===== src/rtl/qrv_pkg.sv =====
`default_nettype none
package qrv_pkg;

    // Internal widths
    localparam int XW     = 49;   // sign-extended input word
    localparam int QW     = 32;   // clamped quaternion component
    localparam int MW     = 31;   // component magnitude
    localparam int SQW    = 61;   // magnitude squared
    localparam int SUMW   = 62;   // sum of squares
    localparam int RW     = 64;   // root datapath
    localparam int SW     = 31;   // vector-part length
    localparam int RSTEPS = 32;   // root cells, one result bit each
    localparam int GUARD  = 28;
    localparam int CW     = 62;   // rotator x/y
    localparam int AW     = 64;   // angle accumulator, Q3.60
    localparam int CSTEPS = 48;   // rotator cells
    localparam int QTW    = 32;   // quotient bits
    localparam int DREMW  = 62;   // divider remainder
    localparam int AQW    = 31;   // angle in Q3.28
    localparam int PRODW  = 63;
    localparam int LIMW   = 31;
    localparam int TW     = 36;   // signed turn before clamping

    localparam logic [LIMW-1:0] LIMIT_RESET = LIMW'(1);
    localparam longint TWO_PI_Q28 = 64'sd1686629714;
    localparam int ANGLE_FRAC = 60;

    typedef struct packed {
        logic [RW-1:0] rem;
        logic [RW-1:0] res;
    } root_t;

    typedef struct packed {
        logic signed [CW-1:0] px;
        logic signed [CW-1:0] py;
        logic signed [AW-1:0] acc;
    } cordic_t;

    typedef struct packed {
        logic [DREMW-1:0] rem;
        logic [QTW-1:0]   quot;
        logic [SW-1:0]    den;
    } div_t;

    // Bit-by-bit long division, used only for elaboration-time constants
    function automatic logic [63:0] udiv(input logic [63:0] n, input logic [63:0] d);
        logic [63:0] q;
        logic [63:0] r;
        q = '0;
        r = '0;
        for (int b = 63; b >= 0; b--) begin
            r = {r[62:0], n[b]};
            if (r >= d) begin
                r = r - d;
                q[b] = 1'b1;
            end
        end
        return q;
    endfunction

    // atan(1/inv) in Q3.60 by truncated power series
    function automatic longint atan_inv(input longint inv);
        logic [63:0] p;
        logic [63:0] term;
        longint sum;
        p = udiv(64'd1 << ANGLE_FRAC, 64'(inv));
        sum = 0;
        for (int k = 0; k < 48; k++) begin
            if (p != 0) begin
                term = udiv(p, 64'(2 * k + 1));
                sum = (k % 2 == 1) ? sum - longint'(term) : sum + longint'(term);
                p = udiv(p, 64'(inv * inv));
            end
        end
        return sum;
    endfunction

    // atan(2^-i) in Q3.60; pi/4 by Machin's formula
    function automatic longint atan_const(input int i);
        longint sum;
        logic [63:0] term;
        int e;
        sum = 0;
        if (i == 0) begin
            sum = 4 * atan_inv(5) - atan_inv(239);
        end else begin
            for (int k = 0; k < 32; k++) begin
                e = ANGLE_FRAC - i * (2 * k + 1);
                if (e >= 0) begin
                    term = udiv(64'd1 << e, 64'(2 * k + 1));
                    sum = (k % 2 == 1) ? sum - longint'(term) : sum + longint'(term);
                end
            end
        end
        return sum;
    endfunction

endpackage
`default_nettype wire


===== src/rtl/qrv_cordic_cell.sv =====
`default_nettype none
module qrv_cordic_cell #(
    parameter int STEP = 0
) (
    input  wire logic            aclk,
    input  wire logic            en,
    input  wire qrv_pkg::cordic_t din,
    output qrv_pkg::cordic_t     dout
);
    import qrv_pkg::*;

    localparam logic signed [AW-1:0] ATAN = AW'(atan_const(STEP));

    logic signed [CW-1:0] dx;
    logic signed [CW-1:0] dy;
    cordic_t              dout_next;

    // Rotate toward the x axis by atan(2^-STEP)
    always_comb begin
        dx = din.py >>> STEP;
        dy = din.px >>> STEP;
        if (din.py >= 0) begin
            dout_next.px  = din.px + dx;
            dout_next.py  = din.py - dy;
            dout_next.acc = din.acc + ATAN;
        end else begin
            dout_next.px  = din.px - dx;
            dout_next.py  = din.py + dy;
            dout_next.acc = din.acc - ATAN;
        end
    end

    always_ff @(posedge aclk) begin
        if (en) begin
            dout <= dout_next;
        end
    end
endmodule
`default_nettype wire


===== config.mk =====
export PLATFORM = sky130hd
export DESIGN_NAME = qrv_cordic_cell
export DESIGN_NICKNAME = d
export VERILOG_FILES = /design/src/rtl/qrv_pkg.sv /design/src/rtl/qrv_cordic_cell.sv
export SDC_FILE = /design/constraint.sdc
export NUM_CORES = 1
export LEC_CHECK = 0
export ABC_CLOCK_PERIOD_IN_PS = 15300
export BUFFER_PORTS_ARGS = -buffer_cell sky130_fd_sc_hd__buf_2
export CAP_MARGIN = 30
export CELL_PAD_IN_SITES_DETAIL_PLACEMENT = 1
export CELL_PAD_IN_SITES_GLOBAL_PLACEMENT = 1
export CORE_MARGIN = 2
export CORE_UTILIZATION = 45
export CTS_BUF_LIST = sky130_fd_sc_hd__clkbuf_8
export DETAILED_ROUTE_END_ITERATION = 12
export PLACE_DENSITY_LB_ADDON = 0.1
export SYNTH_ARGS = -nofsm -noshare
export SYNTH_HDL_FRONTEND = slang
export SYNTH_SLANG_ARGS = --single-unit

===== constraint.sdc =====
create_clock -name aclk -period 15.3 [get_ports aclk]
set_clock_uncertainty 0.1 [all_clocks]
set_input_delay 4.59 -clock aclk [delete_from_list [all_inputs] [get_ports aclk]]
set_output_delay 4.59 -clock aclk [all_outputs]
set_load 0.01 [all_outputs]

* After elaboration in Yosys (flattened, before gate mapping)
Cells that the tools add are included.
Storage, ports and cells: register bits after elaboration 188, output and inout port bits 188, word-level logic and storage cells 10
Cells by class: add/subtract/negate cells 5, magnitude comparators 1, multiplexer cells 1
Operator list (number):
- $mux 188 | 1
- $sub 62x62->62 | 2
- $add 64x61->64 const B | 1
- $sub 64x61->64 const B | 1
- $add 62x62->62 | 1
- $ge 62x1->1 const B | 1

* Depth between registers and ports, before layout
word-level depth 2, depth in mapped cells 21, gate-level depth less buffers 14

* Worst setup path before layout
No wires, ideal clock.
path kind input -> register, start in din[125] (netlist bit), end reg dout[62] (netlist bit) (data pin), library setup time 0.258 ns, arrival time 8.731 ns, path slack 6.211 ns, stages on the path 19, path through inv_2 > buf_2 > clkbuf_1 > clkbuf_1 > buf_1 > buf_1 > ha_1 > clkbuf_1 > a21oi_1 > nor2_1 > o221a_2 > a211o_1 > a41oi_1 > a21boi_2 > o21ai_2 > a311o_1 > o21ai_1 > a31oi_1 > xnor2_1
RTL lines:
- start, declared | line qrv_cordic_cell.sv:7 | input wire qrv_pkg::cordic_t din,
- end signal, assigned | line qrv_cordic_cell.sv:35 | dout <= dout_next;
- end, declared | line qrv_cordic_cell.sv:8 | output qrv_pkg::cordic_t dout

==> impl_results.md <==
* Status: complete, no violations
* Total setup buffers inserted after CTS at 0
* Syn_nets at 3021
* DR WL/cell at roughly 24 um
* Synth area leaders: edfxtp_1 27%, ha_1 12%, a21oi_1 7.9%, xnor2_1 6.9%, nor2_1 4.0%
* ANT nets after route at 0
* RSZ-0062 raised after global routing: false
* Residual DRC at 0
* Initial Utilization at 0.4551
* Data arrival, critical path at 8.95 ns
* Top cells by count, synth: 333 x a21oi_1, 227 x nor2_1, 210 x inv_1
* Max incr delay on CP at between 0.7 and 0.8 ns
* I/O Pins at between 300 and 400
* Crit-path cells: clkbuf_8 -> buf_4 -> buf_4 -> buf_16 -> or4b_4 -> mux2i_1 -> o211ai_1 -> a31oi_2 -> o211ai_2 -> a21oi_2 -> o21ai_2 -> a2111oi_2 -> o21ai_1 -> o31a_1 -> xnor2_2
* Synthesized area at 21140 um^2
* Clock sinks at 187
* Std cell rows at 79
* Vias/cell at about 6.2
* MaxCap Viol Count at 0
* Drt total wl at 84160 um
* Count leader, synth: a21oi_1
* CP Capture Type: flip-flop
* First-pass DRT Iterations at 5
* Leakage power at 0.01011 uW
* Largest regs: dout x187
* CP startpoint kind: primary input
* Clock Tree Buf Depth at 2
* Final RePlAce weighted congestion at 0.9720
* Die ar. at about 50000 um^2
* Synth unique cells at 107
* Worst rel slew slack at 0.3717
* Worst path bufs/invs at 4
* Ys Warns at 0
* Syn Inst Count at 2624
* Worst path slowest cell: buf_4
* Worst slew pin tran at about 0.93 ns
* Clock-pin slew on the worst setup and hold paths at between 0.1 and 0.15 ns
* Cell mode on critical path: buf_4
* Post-synth EDFFs at 187
* CP max FO at 77
* Crit path time final at between 8 and 9 ns
* Yosys reg bits at 187
* Top delay family on crit path: buffers and inverters
* Root buffer cell: clkbuf_8
* Largest register FFs at 187
* Core ar. at 46460 um^2
* CTS tree: done
* PostCTS Resize Cnt at 0
* Share of layout cells above drive strength 1 at 0.1674
* Tot GR Track Use at 0.3391
* Path type of the worst setup path: in2reg
* Cell accounting for the most synthesized area: edfxtp_1
* Hold slack at 4.078 ns
* Starting DRT DRC Count at 1998
* HPWL after DPL at 67660 um
* Hold Vio Cnt, Final at 0
* Antenna violations before repair at 7
* Multi-input logic area at 14010 um^2
* Largest net degree at the start of global routing at 102
* Register area at 5615 um^2
* H-tree depth at 4
* Area grow syn2layout at 11.58%
* Fillers at 5829
* PortBufs at 377
* Seq/Total Area, Yosys at 0.2656
* Max Freq at 114.9 MHz
* Hold-fix buffers, CTS at 0
* Die height at roughly 220 um
* PwrDens at 81.93 nW/um^2
* Design Area, Final at around 24000 um^2
* Final setup viols at 0
* Setup TNS at 0 ns
* Final Cycle Share at 0.5690
* First-pass GRT wire length at 126400 um
* Worst hold stages at 1
* Min-Delay Path Class: in2reg
* Critical path depth at 15
* CTS buffer count at 17
* Number of global-route vias before repair at 21700
* Die Wd at roughly 220 um
* Slew Viols, Final at 0
* Top cell type's share of synthesized area at 0.2656
* WP data required at 15.55 ns
* VDD IR-drop max at slightly below 80 uV
* Placed standard-cell area at between 20000 and 25000 um^2
* Register with the most flip-flops: dout
* GR Overflow Total at 0
* Syn Area/Cell at 8.058 um^2
* Final #Nets at about 3300
* Ys async rst share at 0
* Synth Flop Type: edfxtp_1
* Via Count at about 22000
==> per-stage QoR <==
stage	util	std cells	setup WS, ns	total power (uW)
2_1_floorplan	-	2624	6.211	1258
3_3_place_gp	0.4996	3467	6.005	1570
3_5_place_dp	0.4996	3467	5.891	1589
4_1_cts	0.5070	3498	6.560	1929
5_1_grt	0.5078	3503	6.420	2033
6_report	0.5078	3504	6.595	1933
==> layout by cell type (no fill, tap or decap), types with 35 or more instances in the layout <==
| master | netlist | layout |
|---|---|---|
| a31oi_1 | 35 | 35 |
| o21ai_0 | 155 | 155 |
| nand4_1 | 38 | 38 |
| a21oi_1 | 333 | 333 |
| nor2_1 | 227 | 227 |
| o21bai_1 | 63 | 63 |
| buf_2 | 38 | 375 |
| xor2_1 | 35 | 35 |
| edfxtp_1 | 187 | 187 |
| nor3_1 | 53 | 53 |
| a21o_1 | 51 | 51 |
| inv_1 | 210 | 212 |
| nand2_1 | 176 | 176 |
| nand3_1 | 39 | 39 |
| xnor2_1 | 166 | 166 |
| ha_1 | 204 | 204 |
==> cell families after synthesis <==
kind of cell / synth area share
AO/OA/AOI/OAI: 0.2810
adder cells (fa/ha/maj): 0.1259
flip-flops: 0.2656
multiplexers: 0.01420
AND/OR/NAND/NOR: 0.1576
buffers and inverters: 0.07166
XOR/XNOR: 0.08403
==> layout make-up <==
class / count / share of cell area
Inverter: 226 / 0.03606
Timing Repair Buffer: 387 / 0.08475
Sequential cell: 187 / 0.2380
Tap cell: 607 / 0.03219
Clock inverter: 14 / 0.004561
Antenna cell: 5 / 0.0005303
Clock buffer: 17 / 0.009917
Multi-Input combinational cell: 2061 / 0.5940
==> metal layers <==
metal  share of wire  vias up  track usage
met1            0.44    10830       0.4564
met4           0.028        4       0.1138
li1                -     9980            -
met2            0.47      876       0.5523
met5         0.00027        -            0
met3           0.069      124      0.05526
==> report_power, final <==
| group | switching (uW) | internal [uW] |
|---|---|---|
| registers | 27.7 | 679 |
| clock network | 210 | 125 |
| logic | 579 | 312 |
==> path summary, 6_finish.rpt <==
check	start	end	slack [ns]
hold / removal	din[0]	dout[0]$_DFFE_PP_	4.08
setup / recovery	din[125]	dout[56]$_DFFE_PP_	6.60
(Power assumes the default switching activity.)
