`src/rtl/qrv_pkg.sv`:
```
`default_nettype none
package qrv_pkg;

    // Internal widths
    localparam int XW     = 49;   // sign-extended input word
    localparam int QW     = 32;   // clamped quaternion component
    localparam int MW     = 31;   // component magnitude
    localparam int SQW    = 61;   // magnitude squared
    localparam int SUMW   = 62;   // sum of squares
    localparam int RW     = 64;   // root datapath
    localparam int SW     = 31;   // vector-part length
    localparam int RSTEPS = 32;   // root cells, one result bit each
    localparam int GUARD  = 28;
    localparam int CW     = 62;   // rotator x/y
    localparam int AW     = 64;   // angle accumulator, Q3.60
    localparam int CSTEPS = 48;   // rotator cells
    localparam int QTW    = 32;   // quotient bits
    localparam int DREMW  = 62;   // divider remainder
    localparam int AQW    = 31;   // angle in Q3.28
    localparam int PRODW  = 63;
    localparam int LIMW   = 31;
    localparam int TW     = 36;   // signed turn before clamping

    localparam logic [LIMW-1:0] LIMIT_RESET = LIMW'(1);
    localparam longint TWO_PI_Q28 = 64'sd1686629714;
    localparam int ANGLE_FRAC = 60;

    typedef struct packed {
        logic [RW-1:0] rem;
        logic [RW-1:0] res;
    } root_t;

    typedef struct packed {
        logic signed [CW-1:0] px;
        logic signed [CW-1:0] py;
        logic signed [AW-1:0] acc;
    } cordic_t;

    typedef struct packed {
        logic [DREMW-1:0] rem;
        logic [QTW-1:0]   quot;
        logic [SW-1:0]    den;
    } div_t;

    // Bit-by-bit long division, used only for elaboration-time constants
    function automatic logic [63:0] udiv(input logic [63:0] n, input logic [63:0] d);
        logic [63:0] q;
        logic [63:0] r;
        q = '0;
        r = '0;
        for (int b = 63; b >= 0; b--) begin
            r = {r[62:0], n[b]};
            if (r >= d) begin
                r = r - d;
                q[b] = 1'b1;
            end
        end
        return q;
    endfunction

    // atan(1/inv) in Q3.60 by truncated power series
    function automatic longint atan_inv(input longint inv);
        logic [63:0] p;
        logic [63:0] term;
        longint sum;
        p = udiv(64'd1 << ANGLE_FRAC, 64'(inv));
        sum = 0;
        for (int k = 0; k < 48; k++) begin
            if (p != 0) begin
                term = udiv(p, 64'(2 * k + 1));
                sum = (k % 2 == 1) ? sum - longint'(term) : sum + longint'(term);
                p = udiv(p, 64'(inv * inv));
            end
        end
        return sum;
    endfunction

    // atan(2^-i) in Q3.60; pi/4 by Machin's formula
    function automatic longint atan_const(input int i);
        longint sum;
        logic [63:0] term;
        int e;
        sum = 0;
        if (i == 0) begin
            sum = 4 * atan_inv(5) - atan_inv(239);
        end else begin
            for (int k = 0; k < 32; k++) begin
                e = ANGLE_FRAC - i * (2 * k + 1);
                if (e >= 0) begin
                    term = udiv(64'd1 << e, 64'(2 * k + 1));
                    sum = (k % 2 == 1) ? sum - longint'(term) : sum + longint'(term);
                end
            end
        end
        return sum;
    endfunction

endpackage
`default_nettype wire

```
`src/rtl/qrv_root_cell.sv`:
```
`default_nettype none
module qrv_root_cell #(
    parameter int STEP = 0
) (
    input  wire logic          aclk,
    input  wire logic          en,
    input  wire qrv_pkg::root_t din,
    output qrv_pkg::root_t     dout
);
    import qrv_pkg::*;

    localparam logic [RW-1:0] BIT = RW'(1) << (62 - 2 * STEP);

    logic [RW-1:0] trial;
    root_t         dout_next;

    // Try one result bit
    always_comb begin
        trial = din.res + BIT;
        if (din.rem >= trial) begin
            dout_next.rem = din.rem - trial;
            dout_next.res = (din.res >> 1) + BIT;
        end else begin
            dout_next.rem = din.rem;
            dout_next.res = din.res >> 1;
        end
    end

    always_ff @(posedge aclk) begin
        if (en) begin
            dout <= dout_next;
        end
    end
endmodule
`default_nettype wire

```
`config.mk`:
```
export PLATFORM = sky130hd
export DESIGN_NAME = qrv_root_cell
export DESIGN_NICKNAME = d
export VERILOG_FILES = /design/src/rtl/qrv_pkg.sv /design/src/rtl/qrv_root_cell.sv
export SDC_FILE = /design/constraint.sdc
export NUM_CORES = 1
export LEC_CHECK = 0
export BUFFER_PORTS_ARGS = -buffer_cell sky130_fd_sc_hd__buf_2
export CAP_MARGIN = 20
export CORE_AREA = 2 2 150 152
export DETAILED_ROUTE_END_ITERATION = 12
export DIE_AREA = 0 0 152 154
export GPL_TIMING_DRIVEN = 0
export SETUP_SLACK_MARGIN = 0.1
export SLEW_MARGIN = 20
export SYNTH_ARGS = -nofsm -noshare
export SYNTH_HDL_FRONTEND = slang
export SYNTH_SLANG_ARGS = --single-unit
```
`constraint.sdc`:
```
create_clock -name aclk -period 5.54 [get_ports aclk]
set_input_delay 0.554 -clock aclk [delete_from_list [all_inputs] [get_ports aclk]]
set_output_delay 0.554 -clock aclk [all_outputs]
set_load 0.05 [all_outputs]
```
## Word-level counts from Yosys, hierarchy flattened

Cells that the tools add are included.

- Input bits: 130
- Bits in registers: 128
- Word-level logic and storage cells: 8
- Output and inout bits: 128

- $add $sub $neg: 3
- Multiplexer cells: 1
- Magnitude comparators: 1

Operators with widths:

| operator | count |
|---|---|
| two-way mux 128 bit | 1 |
| adder 63 x 63 -> 64 bit, second input constant | 1 |
| adder 64 x 63 -> 64 bit, second input constant | 1 |
| greater-or-equal comparator 64 bit | 1 |
| subtractor 64 bit | 1 |

## Depth between registers and ports, before layout

- Word-level depth: 3
- Gate-level depth with buffers: 14
- Mapped depth without buffers: 13

## Worst setup path before layout

No wires, ideal clock.

- Path type: input to register
- Start point: input port din[16] (netlist name)
- End point: register dout[124] (netlist name) (data pin)
- Cell stages on the path: 12
- Buffers on the path: 0
- Setup slack: 2.123 ns
- Setup time: 0.257 ns
- Data arrival time: 3.160 ns
- Data required time: 5.283 ns
- Path through: inv_1 > ha_1 > and2_1 > nand3_1 > or3_1 > a41o_1 > nor3_2 > o21ai_1 > o41ai_4 > or4b_1 > a21oi_1 > nor3_1

RTL lines:

| what | line | source |
|---|---|---|
| start, declared | qrv_root_cell.sv:7 | `input wire qrv_pkg::root_t din,` |
| end signal, assigned | qrv_root_cell.sv:31 | `dout <= dout_next;` |
| end, declared | qrv_root_cell.sv:8 | `output qrv_pkg::root_t dout` |

==> impl_metrics.env <==
export IMPL_power_leakage_uw=0.00499
export IMPL_number_of_global_route_vias_before_repair=7571
export IMPL_core_region_area_sq_um=21700
export IMPL_start_util_pct=39.7
export IMPL_drt_antenna_violating_nets=0
export IMPL_synth_top_cells_by_count="sky130_fd_sc_hd__edfxtp_1 (128), sky130_fd_sc_hd__a21oi_1 (111), sky130_fd_sc_hd__nor2_1 (82)"
export IMPL_placed_cells_incl_taps=1423
export IMPL_cts_buffers_inserted=17
export IMPL_grt_max_degree=72
export IMPL_final_setup_viol_count=0
export IMPL_tritoncts_clock_tree="done"
export IMPL_worstSetupEndpointType="flop"
export IMPL_synth_top_area_cells="sky130_fd_sc_hd__edfxtp_1 (45%), sky130_fd_sc_hd__ha_1 (9.3%), sky130_fd_sc_hd__a21oi_1 (6.5%), sky130_fd_sc_hd__a21o_1 (4.3%), sky130_fd_sc_hd__xnor2_1 (3.7%)"
export IMPL_clock_sinks=128
export IMPL_route_detailed_drc=0
export IMPL_period_needed_ns=4.05
export IMPL_power_density_cell_area_nw_per_um2=325
export IMPL_num_io_pins=258
export IMPL_grt_antenna_before_repair=2
export IMPL_grt_first_pass_wirelength_mm=39.2
export IMPL_instances_no_fill=1456
export IMPL_number_of_nets_at_the_end_of_the_flow=1357
export IMPL_drv_cap=0
export IMPL_sequential_fraction_of_the_synthesis_area_pct=44.6
export IMPL_max_clock_freq_ghz=0.247
export IMPL_dr_total_vias=7565
export IMPL_timing_worst_slew_pin_value_ns=0.816
export IMPL_filler_cell_count=2113
export IMPL_share_comb_of_total_power_pct=35.0
export IMPL_cp_data_required_time_ns=5.80
export IMPL_run_status="complete, no violations"
export IMPL_multi_input_comb_area_sq_um=4320
export IMPL_post_cts_resized=0
export IMPL_timing_final_ws_setup_ns=1.49
export IMPL_cp_arrival_ns=4.31
export IMPL_synthesis_instances=885
export IMPL_synthArstFlopShare_pct=0
export IMPL_switchingPower_uw=1330
export IMPL_finalWirelength_mm=24.3
export IMPL_ys_seq_elements=128
export IMPL_vdd_ir_drop_worst_mv=0.195
export IMPL_yosysWarningCount=0
export IMPL_dieHeight_um=154
export IMPL_post_synth_top_count_cell="sky130_fd_sc_hd__edfxtp_1"
export IMPL_sequential_group_share_of_total_power_pct=35.2
export IMPL_dp_hpwl_mm=19.1
export IMPL_cts_hold_fix_buffers=0
export IMPL_dominantRegCellSynth="sky130_fd_sc_hd__edfxtp_1"
export IMPL_power_uw=3510
export IMPL_global_route_total_usage_across_every_layer_pct=20.8
export IMPL_dieWidth_um=152
export IMPL_wire_per_inst_um=16.7
export IMPL_globalRoute_totalOverflow=0
export IMPL_root_buf_cell="sky130_fd_sc_hd__clkbuf_16"
export IMPL_share_of_post_route_cells_with_drive_strength_above_1_pct=26.9
export IMPL_worst_min_path_class="input pin to flop"
export IMPL_final_period_utilization_pct=73.1
export IMPL_synth_top_area_cell="sky130_fd_sc_hd__edfxtp_1"
export IMPL_largest_register="dout"
export IMPL_post_cts_setup_buffer_count=0
export IMPL_worst_slack_after_detailed_placement_ns=1.01
export IMPL_slew_headroom_pct=44.9
export IMPL_largest_register_ffs=128
export IMPL_rsz0062_at_grt="no"
export IMPL_finalMaxSlewViolations=0
export IMPL_dr_pass1_iters=5
export IMPL_fp_dieArea_sq_um=23400
export IMPL_gp_congestion=0.849
export IMPL_port_buffers=257
export IMPL_seqCellArea_sq_um=3840
export IMPL_syn_nets=1080
export IMPL_worstSetupPathType="input pin to flop"
export IMPL_reg_top3="dout: 128 flops"
export IMPL_timing_hold_violations_final=0
export IMPL_syn_avg_cell_area_sq_um=9.73
export IMPL_htree_levels=4
export IMPL_layout_overhead_on_the_synthesized_area_pct=25.7
export IMPL_synth_cell_type_count=58
export IMPL_cts_buffer_depth=2
export IMPL_area_share_of_the_largest_cell_type_after_synthesis_pct=44.6
export IMPL_drtIter0Drc=326
export IMPL_synth_area_sq_um=8610
export IMPL_placementRows=54
export IMPL_netSwitchingFraction_pct=37.7
export IMPL_total_neg_setup_slack_ns=0
export IMPL_clk_pin_slew_worst_paths_ns=0.06
export IMPL_critical_path_startpoint_type="input pin"
export IMPL_number_of_synthesized_flops_with_an_enable_pin=128
export IMPL_pwr_share_clk_pct=29.8
export IMPL_power_internal_uw=2190
export IMPL_vias_per_std_cell=5.20
export IMPL_cp_max_fo=6
## final timing paths
path              startpoint   endpoint  cells after the start
setup / recovery      din[3]  dout[124]                     13
hold / removal       din[60]   dout[59]                      1
## layout make-up
type / instances / area share (%)
clock inverter: 11 / 0.856
multi-input combinational: 642 / 39.9
sequential: 128 / 35.5
buffer: 37 / 1.42
antenna: 1 / 0.0231
tap: 280 / 3.24
inverter: 78 / 2.71
clock buffer: 21 / 4.07
timing repair buffer: 258 / 12.2
## worst max-delay path, stage by stage
cell and delay, ns:
sky130_fd_sc_hd__buf_2 0.09, sky130_fd_sc_hd__inv_1 0.04, sky130_fd_sc_hd__ha_1 0.38, sky130_fd_sc_hd__o211ai_1 0.20, sky130_fd_sc_hd__a21oi_1 0.09, sky130_fd_sc_hd__o41ai_1 0.74
sky130_fd_sc_hd__nand4bb_1 0.25, sky130_fd_sc_hd__a31oi_1 0.33, sky130_fd_sc_hd__o21ai_1 0.20, sky130_fd_sc_hd__a21oi_1 0.58, sky130_fd_sc_hd__o21ai_0 0.39, sky130_fd_sc_hd__and4_1 0.31
sky130_fd_sc_hd__nor3_1 0.16
## power groups by stage
| stage | Clock [uW] | Sequential, uW | Combinational [uW] |
|---|---|---|---|
| detailed placement | 0 | 1250 | 1230 |
| global route | 1100 | 1250 | 1330 |
| CTS | 1070 | 1240 | 1230 |
| finish | 1050 | 1240 | 1230 |
| global placement | 0 | 1260 | 1220 |
| floorplan | 0 | 1660 | 497 |
## cells by family (layout without fill, tap and decap cells)
| group | Yosys count | count (layout) | synth area share [%] |
|---|---|---|---|
| muxes | 15 | 15 | 1.95 |
| xor gates and xnor gates | 56 | 56 | 5.70 |
| other | 0 | 1 | 0 |
| and+or+nand+nor | 234 | 234 | 13.2 |
| DFF | 128 | 128 | 44.6 |
| adders and majority gates | 65 | 65 | 9.53 |
| buffers and inverters | 115 | 405 | 5.19 |
| AOI/OAI and AO/OA | 272 | 272 | 19.8 |
## placed cells by master, fill, tap and decap left out, types with 7 or more instances in the layout
cell type	instances
sky130_fd_sc_hd__xor2_1	20
sky130_fd_sc_hd__clkbuf_16	17
sky130_fd_sc_hd__o211ai_1	7
sky130_fd_sc_hd__nor2_1	82
sky130_fd_sc_hd__a21o_1	49
sky130_fd_sc_hd__a21oi_1	111
sky130_fd_sc_hd__clkbuf_1	29
sky130_fd_sc_hd__o21bai_1	11
sky130_fd_sc_hd__xnor2_1	36
sky130_fd_sc_hd__and2_1	10
sky130_fd_sc_hd__nand2_1	52
sky130_fd_sc_hd__o21ai_0	40
sky130_fd_sc_hd__nor3_1	11
sky130_fd_sc_hd__ha_1	64
sky130_fd_sc_hd__nor2b_1	10
sky130_fd_sc_hd__and3_1	13
sky130_fd_sc_hd__a31oi_1	7
sky130_fd_sc_hd__o21a_1	7
sky130_fd_sc_hd__nand3_1	14
sky130_fd_sc_hd__inv_1	78
sky130_fd_sc_hd__buf_2	267
sky130_fd_sc_hd__edfxtp_1	128
sky130_fd_sc_hd__mux2_2	10
sky130_fd_sc_hd__nand4_1	18
## per-stage QoR
step	instance area (sq um)	hold WS, ns	util [%]
finish	10800	0.320	49.9
global route	10800	0.306	49.9
CTS	10800	0.306	49.9
detailed placement	10300	0.746	47.4
global placement	10200	0.746	47.2
floorplan	8610	0.653	-
## routing by layer
layer	track usage [%]	wire length [um]	vias to the layer above
met5	0	13	-
met4	6.41	380	2
met3	4.54	1420	23
met2	33.2	11200	229
met1	28.3	11300	3523
li1	-	-	3788
Note: power is estimated with default switching activity, not from simulation.
