$ cat config.mk
export PLATFORM = sky130hd
export DESIGN_NAME = qrv_div_cell
export DESIGN_NICKNAME = d
export VERILOG_FILES = /design/src/rtl/qrv_pkg.sv /design/src/rtl/qrv_div_cell.sv
export SDC_FILE = /design/constraint.sdc
export NUM_CORES = 1
export LEC_CHECK = 0
export BUFFER_PORTS_ARGS = -buffer_cell sky130_fd_sc_hd__buf_2
export CORE_UTILIZATION = 25
export DETAILED_ROUTE_END_ITERATION = 10
export PLACE_DENSITY_LB_ADDON = 0.12
export SLEW_MARGIN = 15
export SYNTH_ARGS = -nofsm -noshare
export SYNTH_HDL_FRONTEND = slang
export SYNTH_SLANG_ARGS = --single-unit
$ cat constraint.sdc
create_clock -name aclk -period 10.2 [get_ports aclk]
set_clock_uncertainty 0.15 [all_clocks]
set_input_delay 2.04 -clock aclk [delete_from_list [all_inputs] [get_ports aclk]]
set_output_delay 2.04 -clock aclk [all_outputs]
set_load 0.01 [all_outputs]
$ cat src/rtl/qrv_pkg.sv
`default_nettype none
package qrv_pkg;

    // Internal widths
    localparam int XW     = 49;   // sign-extended input word
    localparam int QW     = 32;   // clamped quaternion component
    localparam int MW     = 31;   // component magnitude
    localparam int SQW    = 61;   // magnitude squared
    localparam int SUMW   = 62;   // sum of squares
    localparam int RW     = 64;   // root datapath
    localparam int SW     = 31;   // vector-part length
    localparam int RSTEPS = 32;   // root cells, one result bit each
    localparam int GUARD  = 28;
    localparam int CW     = 62;   // rotator x/y
    localparam int AW     = 64;   // angle accumulator, Q3.60
    localparam int CSTEPS = 48;   // rotator cells
    localparam int QTW    = 32;   // quotient bits
    localparam int DREMW  = 62;   // divider remainder
    localparam int AQW    = 31;   // angle in Q3.28
    localparam int PRODW  = 63;
    localparam int LIMW   = 31;
    localparam int TW     = 36;   // signed turn before clamping

    localparam logic [LIMW-1:0] LIMIT_RESET = LIMW'(1);
    localparam longint TWO_PI_Q28 = 64'sd1686629714;
    localparam int ANGLE_FRAC = 60;

    typedef struct packed {
        logic [RW-1:0] rem;
        logic [RW-1:0] res;
    } root_t;

    typedef struct packed {
        logic signed [CW-1:0] px;
        logic signed [CW-1:0] py;
        logic signed [AW-1:0] acc;
    } cordic_t;

    typedef struct packed {
        logic [DREMW-1:0] rem;
        logic [QTW-1:0]   quot;
        logic [SW-1:0]    den;
    } div_t;

    // Bit-by-bit long division, used only for elaboration-time constants
    function automatic logic [63:0] udiv(input logic [63:0] n, input logic [63:0] d);
        logic [63:0] q;
        logic [63:0] r;
        q = '0;
        r = '0;
        for (int b = 63; b >= 0; b--) begin
            r = {r[62:0], n[b]};
            if (r >= d) begin
                r = r - d;
                q[b] = 1'b1;
            end
        end
        return q;
    endfunction

    // atan(1/inv) in Q3.60 by truncated power series
    function automatic longint atan_inv(input longint inv);
        logic [63:0] p;
        logic [63:0] term;
        longint sum;
        p = udiv(64'd1 << ANGLE_FRAC, 64'(inv));
        sum = 0;
        for (int k = 0; k < 48; k++) begin
            if (p != 0) begin
                term = udiv(p, 64'(2 * k + 1));
                sum = (k % 2 == 1) ? sum - longint'(term) : sum + longint'(term);
                p = udiv(p, 64'(inv * inv));
            end
        end
        return sum;
    endfunction

    // atan(2^-i) in Q3.60; pi/4 by Machin's formula
    function automatic longint atan_const(input int i);
        longint sum;
        logic [63:0] term;
        int e;
        sum = 0;
        if (i == 0) begin
            sum = 4 * atan_inv(5) - atan_inv(239);
        end else begin
            for (int k = 0; k < 32; k++) begin
                e = ANGLE_FRAC - i * (2 * k + 1);
                if (e >= 0) begin
                    term = udiv(64'd1 << e, 64'(2 * k + 1));
                    sum = (k % 2 == 1) ? sum - longint'(term) : sum + longint'(term);
                end
            end
        end
        return sum;
    endfunction

endpackage
`default_nettype wire

$ cat src/rtl/qrv_div_cell.sv
`default_nettype none
module qrv_div_cell #(
    parameter int SHIFT = 0
) (
    input  wire logic         aclk,
    input  wire logic         en,
    input  wire qrv_pkg::div_t din,
    output qrv_pkg::div_t     dout
);
    import qrv_pkg::*;

    logic [DREMW:0] den_sh;
    div_t           dout_next;

    // Settle one quotient bit
    always_comb begin
        den_sh    = (DREMW + 1)'(din.den) << SHIFT;
        dout_next = din;
        if ((DREMW + 1)'(din.rem) >= den_sh) begin
            dout_next.rem         = DREMW'((DREMW + 1)'(din.rem) - den_sh);
            dout_next.quot[SHIFT] = 1'b1;
        end
    end

    always_ff @(posedge aclk) begin
        if (en) begin
            dout <= dout_next;
        end
    end
endmodule
`default_nettype wire

# Yosys cells after proc, flatten, opt, wreduce, memory -nomap -nowiden
# Cells that the tools add are included.
word_totals:
  reg_bits: 125
  output_inout_bits: 125
  elab_cells: 7
op_classes:
  n_addsub: 1
  magnitude_cmp: 1
  n_mux: 1
op_table:
  columns: ["op", "count"]
  rows:
  - ["$ge A62 B31 Y1", 1]
  - ["$mux W62", 1]
  - ["$sub A62 B31 Y62", 1]

# Logic depth before layout (Yosys ltp)
# Gate-level depths: netlist of the first run.
depth:
  word_depth: 2
  mapped_depth: 13
  ltp_nobuf: 11

# Worst setup path after synthesis of the first run
# No wires, ideal clock.
synth_path:
  path_type: "in2reg"
  start: "input din[63] (netlist name)"
  end: "register dout[101] (netlist name) (data pin)"
  arrival_time_ns: 4.327
  required_time_ns: 9.779
  setup_slack_ns: 5.451
  stages: 12
  cell_sequence: "inv_1 ha_1 fa_1 nor2b_1 o211ai_1 a211o_1 a21oi_1 o21a_1 nor2_4 buf_4 nor4_1 xor2_1"
synth_lines:
  columns: ["item", "line_no", "rtl"]
  rows:
  - ["from (decl)", "qrv_div_cell.sv:7", "input wire qrv_pkg::div_t din,"]
  - ["to (signal assigned)", "qrv_div_cell.sv:27", "dout <= dout_next;"]
  - ["to (decl)", "qrv_div_cell.sv:8", "output qrv_pkg::div_t dout"]

==> results of run 1 <==
[kinds of logic after synthesis]
family	count (synthesis)
AO/OA/AOI/OAI	150
XOR/XNOR	59
adder cells (fa/ha/maj)	32
buffers and inverters	57
flip-flops	125
multiplexers	4
AND/OR/NAND/NOR	230
[how the worst min path moves through the flow]
stage,from,endpoint,depth (start not counted)
after floorplan,din[0],dout[0],0
after global placement,din[40],dout[40],1
after detailed placement,din[34],dout[34],1
after CTS,din[59],dout[59],1
after global routing,din[46],dout[46],1
final,din[33],dout[33],1
[cell type report]
cell class / count / area share
Tap cell: 378 / 0.0506
Inverter: 37 / 0.0149
Multi-Input combinational cell: 475 / 0.325
Clock buffer: 17 / 0.0455
Antenna cell: 2 / 0.000535
Sequential cell: 125 / 0.402
Clock inverter: 15 / 0.0242
Timing Repair Buffer: 254 / 0.137
[synthesized netlist by cell type, types with 2 or more instances]
master	number	share of area
or3_1	5	0.0044
a21oi_1	37	0.026
a211oi_1	5	0.0053
xor2_1	33	0.041
and2_1	4	0.0036
o211ai_1	8	0.0085
nand4_1	14	0.012
a21boi_0	2	0.0021
ha_1	31	0.055
buf_4	2	0.0021
o2111ai_1	2	0.0025
o21bai_1	5	0.0053
and3_1	5	0.0044
edfxtp_1	125	0.53
nand3_1	12	0.0085
a31oi_1	2	0.0018
o21ai_0	26	0.018
buf_2	2	0.0014
buf_6	3	0.0048
xnor2_1	26	0.032
and4_1	3	0.0037
mux2_1	3	0.0048
a211o_1	3	0.0037
a21o_1	12	0.013
o21a_1	8	0.0085
nand2_1	80	0.043
nor2_1	43	0.023
nor4_1	11	0.0098
nand2b_1	3	0.0027
o21ai_1	28	0.020
nor4b_1	3	0.0037
nor3_1	26	0.018
or2_2	2	0.0018
or4_1	4	0.0043
nor2b_1	7	0.0062
inv_1	37	0.020
clkbuf_1	13	0.0069
[critical path: stages]
cell      delay (ns)
buf_2           0.11
ha_1            0.23
fa_1            0.41
nor2b_1         0.23
o211ai_1        0.17
a211o_1         0.31
a21oi_1         0.32
o21a_1          0.31
nor2_4          0.06
buf_4           0.32
nor4_1          0.47
xor2_1          0.11
[per-layer routing]
layer,vias to the layer above,global-route usage
li1,2942,-
met1,2833,0.208
met2,208,0.250
met3,17,0.0426
met4,0,0.0466
met5,-,0
[power by group]
group | switching [W] | internal [W]
Sequential | 0.0000117 | 0.000629
Combinational | 0.000180 | 0.000117
Clock | 0.000269 | 0.000420
[per-stage QoR]
stage	setup WS (ns)	hold WS [ns]
2_1_floorplan	5.45	1.99
3_3_place_gp	4.73	2.07
3_5_place_dp	4.64	2.07
4_1_cts	5.09	1.61
5_1_grt	4.84	1.61
6_report	5.12	1.63
==> results.md, run 1 <==
- Pins Over Slew Limit: 0
- CTS root buf: clkbuf_16
- Placed insts: 1269
- Largest family of logic cells by synthesized area: simple AND/OR/NAND/NOR gates
- Clock slew at reported path FFs: 0.07 ns
- TritonCTS Buffers: 17
- Critical Path Start: din[0]
- Initial antenna violation count: 2
- Cell count after synthesis: 657
- RSZ-0062 raised after global routing: false
- Die Width: 170 microns
- CP endpoint: dout[121]
- HP Class: primary input to flop
- Avg Inst Size Synth: 10.7 sq um
- Die area: 28800 sq um
- Post_cts resized: 0
- Max VDD drop: 0.0000833 V
- FILL cells: 2935
- Pre-Repair DR Iteration Count: 4
- Fmax: 0.197 GHz
- Post-synthesis mux area share: 0.00622
- First-pass GRT wire length: 34300 microns
- Top Ports: 252
- Yosys cell types: 59
- Post-synth ARST share: 0
- Post-Synth Simple-Gate Area: 0.164
- Initial Util: 0.254
- Design area: 9350 sq um
- Highest routed layer: met4
- DR WL met3: 1630 microns
- Largest net degree at the start of global routing: 72
- Final Util: 0.337
- Dpl cell area: 8690 sq um
- Vias per cell: 4.60
- Most frequent cells in the layout: 250 x buf_2, 125 x edfxtp_1, 80 x nand2_1
- CTS H-tree lvls: 4
- TritonCTS clock tree: built
- Post-CTS Hold Buffers: 0
- DPL Wire Length: 17200 microns
- # nets final: 1069
- WP data arrival: 5.10 ns
- Total number of vias: 6000
- Clk buf depth: 2
- Post-CTS Setup Inserts: 0
- Largest regs: dout x125
- EDFF count, synth: 125
- Post-route total power: 0.00163 W
- Yosys warns: 0
- Mean routed wirelength per cell: 17.2 microns
- Seq/Total Area, Yosys: 0.533
- FP Rows: 61
- XOR/XNOR Fraction of Synth Area: 0.0734
- TritonCTS Sinks: 125
- PwrDens: 174 nW/um^2
- CP max FO: 71
- Slew HR: 0.360
- Area of the multi-input gates: 3040 sq um
- Largest register FFs: 125
- Residual DRC: 0
- Yosys reg bits: 125
- Setup crit end kind: flop
- Final hold violation count: 0
- Synthesis-to-finish area growth: 32.8%
- Tmin final: 5.08 ns
- IO buf count: 251
- Outcome: finished, final reports clean
- Commonest non-fill, non-tap cell in the layout: buf_2
- Starting DRT DRC Count: 335
- Layout cell share with drive strength beyond 1: 0.320
- Crit path required time: 10.22 ns
- TNS Setup: 0 ns
- Vias in the first global route: 6124
- Register area: 3750 sq um
- Mapped Area: 7040 sq um
- Setup crit start kind: primary input
- Adder-cell share of the synthesized area: 0.0579
- Antenna viol nets, final: 0
- WL final: 22500 microns
- Final setup violation count: 0
- Top FF cell, synth: edfxtp_1
- Final Non-Filler Cells: 1303
- Period utilisation layout: 0.498
- Biggest register: dout
- GPL Wtd Cong: 0.844
- Compound-gate portion of the synthesized area: 0.131
- Setup CP Type: primary input to flop
- Met2 routed WL: 10100 microns
- Core area: 27700 sq um
- Leakage: 3.88 nW
- Tot GR Track Use: 0.157
- Die Ht: 170 microns
- Worst slew pin tran: 0.960 ns
- Gr ovfl total: 0
- Met1 WL: 10400 microns
- Max-cap viol count: 0
- Syn Nets: 816
Power figures use the tool's default switching activity.
==> inputs of run 2 (changes only) <==
- clock period: 10.2 -> 4.53 ns (I/O delays scaled with it)
==> run 2 against run 1 <==
Die area stayed put. Wire length grew 3.5%. Final area grew 3.6%. Cell count increased by 4.0%. Critical path depth shrank 3. Critical endpoint is now dout[73].
==> results.md, run 2 (synthesized netlist as in run 1, its figures left out) <==
- Initial Util: 0.254 (unchanged)
- CP endpoint: dout[73] (was dout[121])
- Slew HR: 0.308 (was 0.360)
- Final hold violation count: 0 (unchanged)
- Post-CTS Setup Inserts: 0 (unchanged)
- Post-CTS Hold Buffers: 0 (unchanged)
- Antenna viol nets, final: 0 (unchanged)
- Die Ht: 170 microns (unchanged)
- IO buf count: 251 (unchanged)
- Pins Over Slew Limit: 0 (unchanged)
- First-pass GRT wire length: 35500 microns (was 34300 microns)
- Cells along the critical path: buf_2 -> or3_1 -> nor4_4 -> nand4_1 -> a211o_1 -> nand2b_4 -> nor2_4 -> buf_4 -> mux2_1 (was buf_2 -> ha_1 -> fa_1 -> nor2b_1 -> o211ai_1 -> a211o_1 -> a21oi_1 -> o21a_1 -> nor2_4 -> buf_4 -> nor4_1 -> xor2_1)
- Layout cell share with drive strength beyond 1: 0.357 (was 0.320)
- HP Class: primary input to flop (unchanged)
- Total number of vias: 6162 (was 6000)
- Max-cap viol count: 0 (unchanged)
- Vias per cell: 4.55 (was 4.60)
- Worst slack, placed: 0.0928 ns (was 4.64 ns)
- FILL cells: 2920 (was 2935)
- Setup crit end kind: flop (unchanged)
- WL final: 23200 microns (was 22500 microns)
- TNS Setup: 0 ns (unchanged)
- Largest net degree at the start of global routing: 70 (was 72)
- Residual DRC: 0 (unchanged)
- Area of the multi-input gates: 3040 sq um (unchanged)
- Crit path required time: 4.55 ns (was 10.22 ns)
- Post-route total power: 0.00358 W (was 0.00163 W)
- Min-Delay Path Depth: 1 (unchanged)
- Period utilisation layout: 0.874
- Final WS setup: 0.573 ns (was 5.12 ns)
- Die Width: 170 microns (unchanged)
- Core area: 27700 sq um (unchanged)
- Clock slew at reported path FFs: 0.07 ns (about the same)
- CP max FO: 46 (was 71)
- CTS H-tree lvls: 4 (unchanged)
- Tot GR Track Use: 0.162 (was 0.157)
- Critical Path Start: din[103] (was din[0])
- Top Ports: 252 (unchanged)
- TritonCTS Sinks: 125 (unchanged)
- Outcome: finished, final reports clean (unchanged)
- Worst Hold Slack: 0.503 ns (was 1.63 ns)
- Max VDD drop: 0.000242 V (was 0.0000833 V)
- Final setup violation count: 0 (unchanged)
- RSZ-0062 raised after global routing: false (unchanged)
- Starting DRT DRC Count: 366 (was 335)
- FP Rows: 61 (unchanged)
- Gr ovfl total: 0 (unchanged)
- Most frequent cells in the layout: 250 x buf_2, 125 x edfxtp_1, 80 x nand2_1 (unchanged)
- DPL Wire Length: 18100 microns (was 17200 microns)
- WP data arrival: 3.97 ns (was 5.10 ns)
- # nets final: 1122 (was 1069)
- Pre-Repair DR Iteration Count: 5 (was 4)
- CTS root buf: clkbuf_16 (unchanged)
- Initial antenna violation count: 1 (was 2)
- Largest regs: dout x125 (unchanged)
- Fmax: 0.253 GHz
- TritonCTS Buffers: 17 (unchanged)
- Tmin final: 3.96 ns
- PwrDens: 370 nW/um^2 (was 174 nW/um^2)
- Setup crit start kind: primary input (unchanged)
- Vias in the first global route: 6238 (was 6124)
- Synthesis-to-finish area growth: 37.6% (was 32.8%)
- Die area: 28800 sq um (unchanged)
- GPL Wtd Cong: 0.842 (was 0.844)
- Worst slew pin tran: 1.03 ns (was 0.960 ns)
- Slowest cell on crit path: nor2_4 (was nor4_1)
- Biggest register: dout (unchanged)
- Post_cts resized: 0 (unchanged)
- Setup CP Type: primary input to flop (unchanged)
- Leakage: 4.10 nW (was 3.88 nW)
- Clk buf depth: 2 (unchanged)
- Register area: 3750 sq um (unchanged)
- Largest register FFs: 125 (unchanged)
- Commonest non-fill, non-tap cell in the layout: buf_2 (unchanged)
- Slowest Stage Delay on Critical Path: 0.77 ns (was 0.47 ns)
- TritonCTS clock tree: built (unchanged)
- Mean routed wirelength per cell: 17.1 microns (was 17.2 microns)
==> run 2: cell count changes in the layout (fill, tap and decap cells not counted), sizes merged <==
cell      previous run  this run
inv                 45        46
diode                2         1
buf                254       307
bufinv               4         1
clkinv               3         2
clkinvlp             0         3
==> run 2: routing by layer <==
metal | wire length (microns) | vias to the layer above | global-route usage
li1 | - | 3045 | -
met1 | 10900 | 2890 | 0.218
met2 | 10500 | 218 | 0.261
met3 | 1640 | 9 | 0.0393
met4 | 181 | 0 | 0.0368
met5 | 0 | - | 0
==> run 2: worst min path at each step <==
| stage | startpoint | endpoint | slack [ns] |
|---|---|---|---|
| floorplan | din[0] | dout[0] | 0.85 |
| global placement | din[42] | dout[42] | 0.93 |
| detailed placement | din[42] | dout[42] | 0.93 |
| CTS | din[42] | dout[42] | 0.49 |
| global route | din[55] | dout[55] | 0.48 |
| finish | din[41] | dout[41] | 0.50 |
==> run 2: cell type report <==
class | count | area share
sequential | 125 | 0.388
timing repair buffer | 307 | 0.174
antenna | 1 | 0.000258
clock inverter | 15 | 0.0174
multi-input combinational | 475 | 0.314
clock buffer | 17 | 0.0439
tap | 378 | 0.0488
inverter | 37 | 0.0143
==> run 2: metrics by stage <==
stage | std cells | instance area, sq um | utilization
floorplan | 657 | 7040 | -
global placement | 1322 | 9090 | 0.328
detailed placement | 1322 | 9090 | 0.328
CTS | 1354 | 9680 | 0.350
global route | 1354 | 9680 | 0.350
finish | 1355 | 9690 | 0.350
==> run 2: power by group <==
part	switching [W]	total [W]	internal, W	leakage [nW]
clock	0.000635	0.00142	0.000787	0.283
sequential	0.0000269	0.00144	0.00142	1.22
combinational	0.000422	0.000720	0.000298	2.59
==> run 2: worst max-delay path: cells and delay by family <==
kind | cells | cell delay (ns)
AND/OR/NAND/NOR | 5 | 1.93
buffers and inverters | 2 | 0.46
AO/OA/AOI/OAI | 1 | 0.33
multiplexers | 1 | 0.33
==> inputs of run 3 (changes only) <==
- ABC_AREA: not set -> 1
==> run 3 against run 2 <==
Final area up 12%. Sequential share of layout area is 4.3 points lower. Combinational power up 8.7%. Sequential power hardly changed. Cell count increased by 38%. Via count grew 29%. Count of clock-buffer cells in the layout unchanged. First-iteration DRC count rose by 30%. Critical path depth is 8 higher. Area after synthesis increased by 21%. Clock power grew 6%. Power increased by 4.1%. Critical path type unchanged. Critical endpoint is now dout[74].
==> results.md, run 3 <==
- Outcome: finished, final reports clean (unchanged)
- Met2 routed WL: 13600 microns (was 10500 microns)
- Yosys warns: 0 (unchanged)
- Setup CP Type: primary input to flop (unchanged)
- Synthesis-to-finish area growth: 28.0% (was 37.6%)
- GPL Wtd Cong: 0.865 (was 0.842)
- Highest routed layer: met4 (unchanged)
- Register area: 3750 sq um (unchanged)
- Met1 WL: 15500 microns (was 10900 microns)
- CTS root buf: clkbuf_16 (unchanged)
- Clock power frac: 0.403 (was 0.397)
- Fmax: 0.303 GHz (was 0.253 GHz)
- Cells along the critical path: buf_2 -> ha_1 -> fa_1 -> inv_1 -> nand3_1 -> nand2_4 -> nand2_1 -> nand2_2 -> nand2_1 -> nand2_2 -> nand2_2 -> nand2_2 -> nand2_2 -> nand2_4 -> inv_6 -> nand2_1 -> nand2_1 (was buf_2 -> or3_1 -> nor4_4 -> nand4_1 -> a211o_1 -> nand2b_4 -> nor2_4 -> buf_4 -> mux2_1)
- CP max FO: 54 (was 46)
- Most frequent cells in the layout: 450 x nand2_1, 250 x buf_2, 213 x inv_1 (was 250 x buf_2, 125 x edfxtp_1, 80 x nand2_1)
- Largest cells by area after synthesis: edfxtp_1 44%, nand2_1 20%, inv_1 9.4% (was edfxtp_1 53%, ha_1 5.5%, nand2_1 4.3%)
- Slew HR: 0.330 (was 0.308)
- DPL Wire Length: 25300 microns (was 18100 microns)
- Pins Over Slew Limit: 0 (unchanged)
- Post-CTS Hold Buffers: 0 (unchanged)
- Min-Delay Path Depth: 1 (unchanged)
- HP Start: din[47] (was din[41])
- Largest net degree at the start of global routing: 101 (was 70)
- First-pass GRT wire length: 47100 microns (was 35500 microns)
- Post-synth top area share: 0.441 (was 0.533)
- Period utilisation layout: 0.728 (was 0.874)
- Biggest register: dout (unchanged)
- Sw Pwr: 0.00113 W (was 0.00108 W)
- Placed insts: 1843 (was 1322)
- TritonCTS clock tree: built (unchanged)
- Setup crit end kind: flop (unchanged)
- IO buf count: 251 (unchanged)
- Residual DRC: 0 (unchanged)
- Die area: 34800 sq um (was 28800 sq um)
- Final Non-Filler Cells: 1876 (was 1355)
- Mean routed wirelength per cell: 16.6 microns (was 17.1 microns)
- Total number of vias: 7940 (was 6162)
- Most used cell, CP: nand2_2
- CTS H-tree lvls: 4 (unchanged)
- Largest register FFs: 125 (unchanged)
- Seq/Total Area, Yosys: 0.441 (was 0.533)
- Vias in the first global route: 7814 (was 6238)
- Starting DRT DRC Count: 474 (was 366)
- Pre-Repair DR Iteration Count: 5 (unchanged)
- Final hold violation count: 0 (unchanged)
- Mapped Area: 8510 sq um (was 7040 sq um)
- Post-route total power: 0.00373 W (was 0.00358 W)
- Gr ovfl total: 0 (unchanged)
- Worst path bufs/invs: 3 (was 2)
- Top Ports: 252 (unchanged)
- Yosys reg bits: 125 (unchanged)
- Core area: 33500 sq um (was 27700 sq um)
- Worst Hold Slack: 0.481 ns (was 0.503 ns)
- Logic pwr share: 0.210 (was 0.201)
- Leakage: 5.43 nW (was 4.10 nW)
- Seq pwr share: 0.387 (was 0.402)
- Top FF cell, synth: edfxtp_1 (unchanged)
- Worst slew pin tran: 1.01 ns (was 1.03 ns)
- Initial antenna violation count: 1 (unchanged)
- Clk buf depth: 2 (unchanged)
- Max-cap viol count: 0 (unchanged)
- Area of the multi-input gates: 3850 sq um (was 3040 sq um)
- RSZ-0062 raised after global routing: false (unchanged)
- Clock slew at reported path FFs: 0.06 ns (was 0.07 ns)
- Post-synth top area cell: edfxtp_1 (unchanged)
- Syn Nets: 1309 (was 816)
- DR WL met3: 1680 microns (was 1640 microns)
- Post-synth ARST share: 0 (unchanged)
- Layout cell share with drive strength beyond 1: 0.235 (was 0.357)
- HP Class: primary input to flop (unchanged)
- Crit path required time: 4.58 ns (was 4.55 ns)
- Worst Hold End: dout[47] (was dout[41])
- WP data arrival: 3.35 ns (was 3.97 ns)
- Most frequent cell after synthesis: nand2_1 (was edfxtp_1)
- Setup crit start kind: primary input (unchanged)
- PwrDens: 343 nW/um^2 (was 370 nW/um^2)
- Slowest Stage Delay on Critical Path: 0.42 ns (was 0.77 ns)
- Post-synth top cells: 450 x nand2_1, 213 x inv_1, 125 x edfxtp_1, 106 x nor2_1, 61 x nand3_1 (was 125 x edfxtp_1, 80 x nand2_1, 43 x nor2_1, 37 x a21oi_1, 37 x inv_1)
- Die Ht: 186 microns (was 170 microns)
- Vias per cell: 4.23 (was 4.55)
- Die Width: 186 microns (was 170 microns)
- Final setup violation count: 0 (unchanged)
- Largest regs: dout x125 (unchanged)
- Internal: 0.00260 W (was 0.00250 W)
- Yosys cell types: 30 (was 59)
- FP Rows: 67 (was 61)
- EDFF count, synth: 125 (unchanged)
- Tmin final: 3.30 ns (was 3.96 ns)
- Antenna viol nets, final: 0 (unchanged)
- Critical Path Start: din[0] (was din[103])
- Post-CTS Setup Inserts: 0 (unchanged)
- Slowest cell on crit path: fa_1 (was nor2_4)
- TritonCTS Sinks: 125 (unchanged)
- Commonest non-fill, non-tap cell in the layout: nand2_1 (was buf_2)
- Sw Ratio: 0.302 (about the same)
- Post_cts resized: 0 (unchanged)
- TNS Setup: 0 ns (unchanged)
- Cell count after synthesis: 1150 (was 657)
- Avg Inst Size Synth: 7.40 sq um (was 10.7 sq um)
- TritonCTS Buffers: 17 (unchanged)
- Initial Util: 0.254 (about the same)
- WL final: 31200 microns (was 23200 microns)
- Tot GR Track Use: 0.183 (was 0.162)
- # nets final: 1573 (was 1122)
- Family with the most delay on the worst path: simple AND/OR/NAND/NOR gates (unchanged)
- FILL cells: 3746 (was 2920)
- Max VDD drop: 0.000262 V (was 0.000242 V)
-- run 3: logic make-up (layout without fill, tap and decap cells) --
logic type | Yosys count | after routing | synth area share
AND/OR/NAND/NOR | 673 | 673 | 0.323
buffers and inverters | 226 | 503 | 0.107
flip-flops | 125 | 125 | 0.441
AO/OA/AOI/OAI | 67 | 67 | 0.0534
adder cells (fa/ha/maj) | 32 | 32 | 0.0479
XOR/XNOR | 27 | 27 | 0.0278
other | 0 | 1 | 0
-- run 3: metal layers --
metal / vias up / track usage
met5: - / 0
li1: 4117 / -
met1: 3574 / 0.258
met4: 0 / 0.0479
met3: 20 / 0.0401
met2: 229 / 0.282
-- run 3: power groups by stage --
| stage | logic [W] | registers (W) | clock network [W] |
|---|---|---|---|
| after floorplan | 0.000355 | 0.00154 | 0 |
| after global routing | 0.000875 | 0.00145 | 0.00158 |
| final | 0.000783 | 0.00144 | 0.00150 |
| after CTS | 0.000792 | 0.00145 | 0.00155 |
| after global placement | 0.000785 | 0.00147 | 0 |
| after detailed placement | 0.000789 | 0.00147 | 0 |
-- run 3: cell type report --
type	instances	share of cell area
Antenna cell	1	0.000230
Multi-Input combinational cell	799	0.353
Tap cell	448	0.0515
Timing Repair Buffer	254	0.118
Sequential cell	125	0.345
Clock inverter	15	0.0179
Inverter	217	0.0753
Clock buffer	17	0.0391
-- run 3: stage by stage --
| stage | instance area [sq um] | worst slack, ns | utilization |
|---|---|---|---|
| after floorplan | 8510 | 1.50 | - |
| after global placement | 10300 | 0.827 | 0.306 |
| after detailed placement | 10300 | 0.727 | 0.306 |
| after CTS | 10900 | 1.20 | 0.325 |
| after global routing | 10900 | 1.01 | 0.325 |
| final | 10900 | 1.23 | 0.325 |
-- run 3: worst max path at each step --
stage,to,slack [ns],cells past startpoint
4_1_cts,dout[89],1.20,17
6_report,dout[74],1.23,17
3_3_place_gp,dout[92],0.83,17
2_1_floorplan,dout[78],1.50,18
3_5_place_dp,dout[89],0.73,17
5_1_grt,dout[90],1.01,17
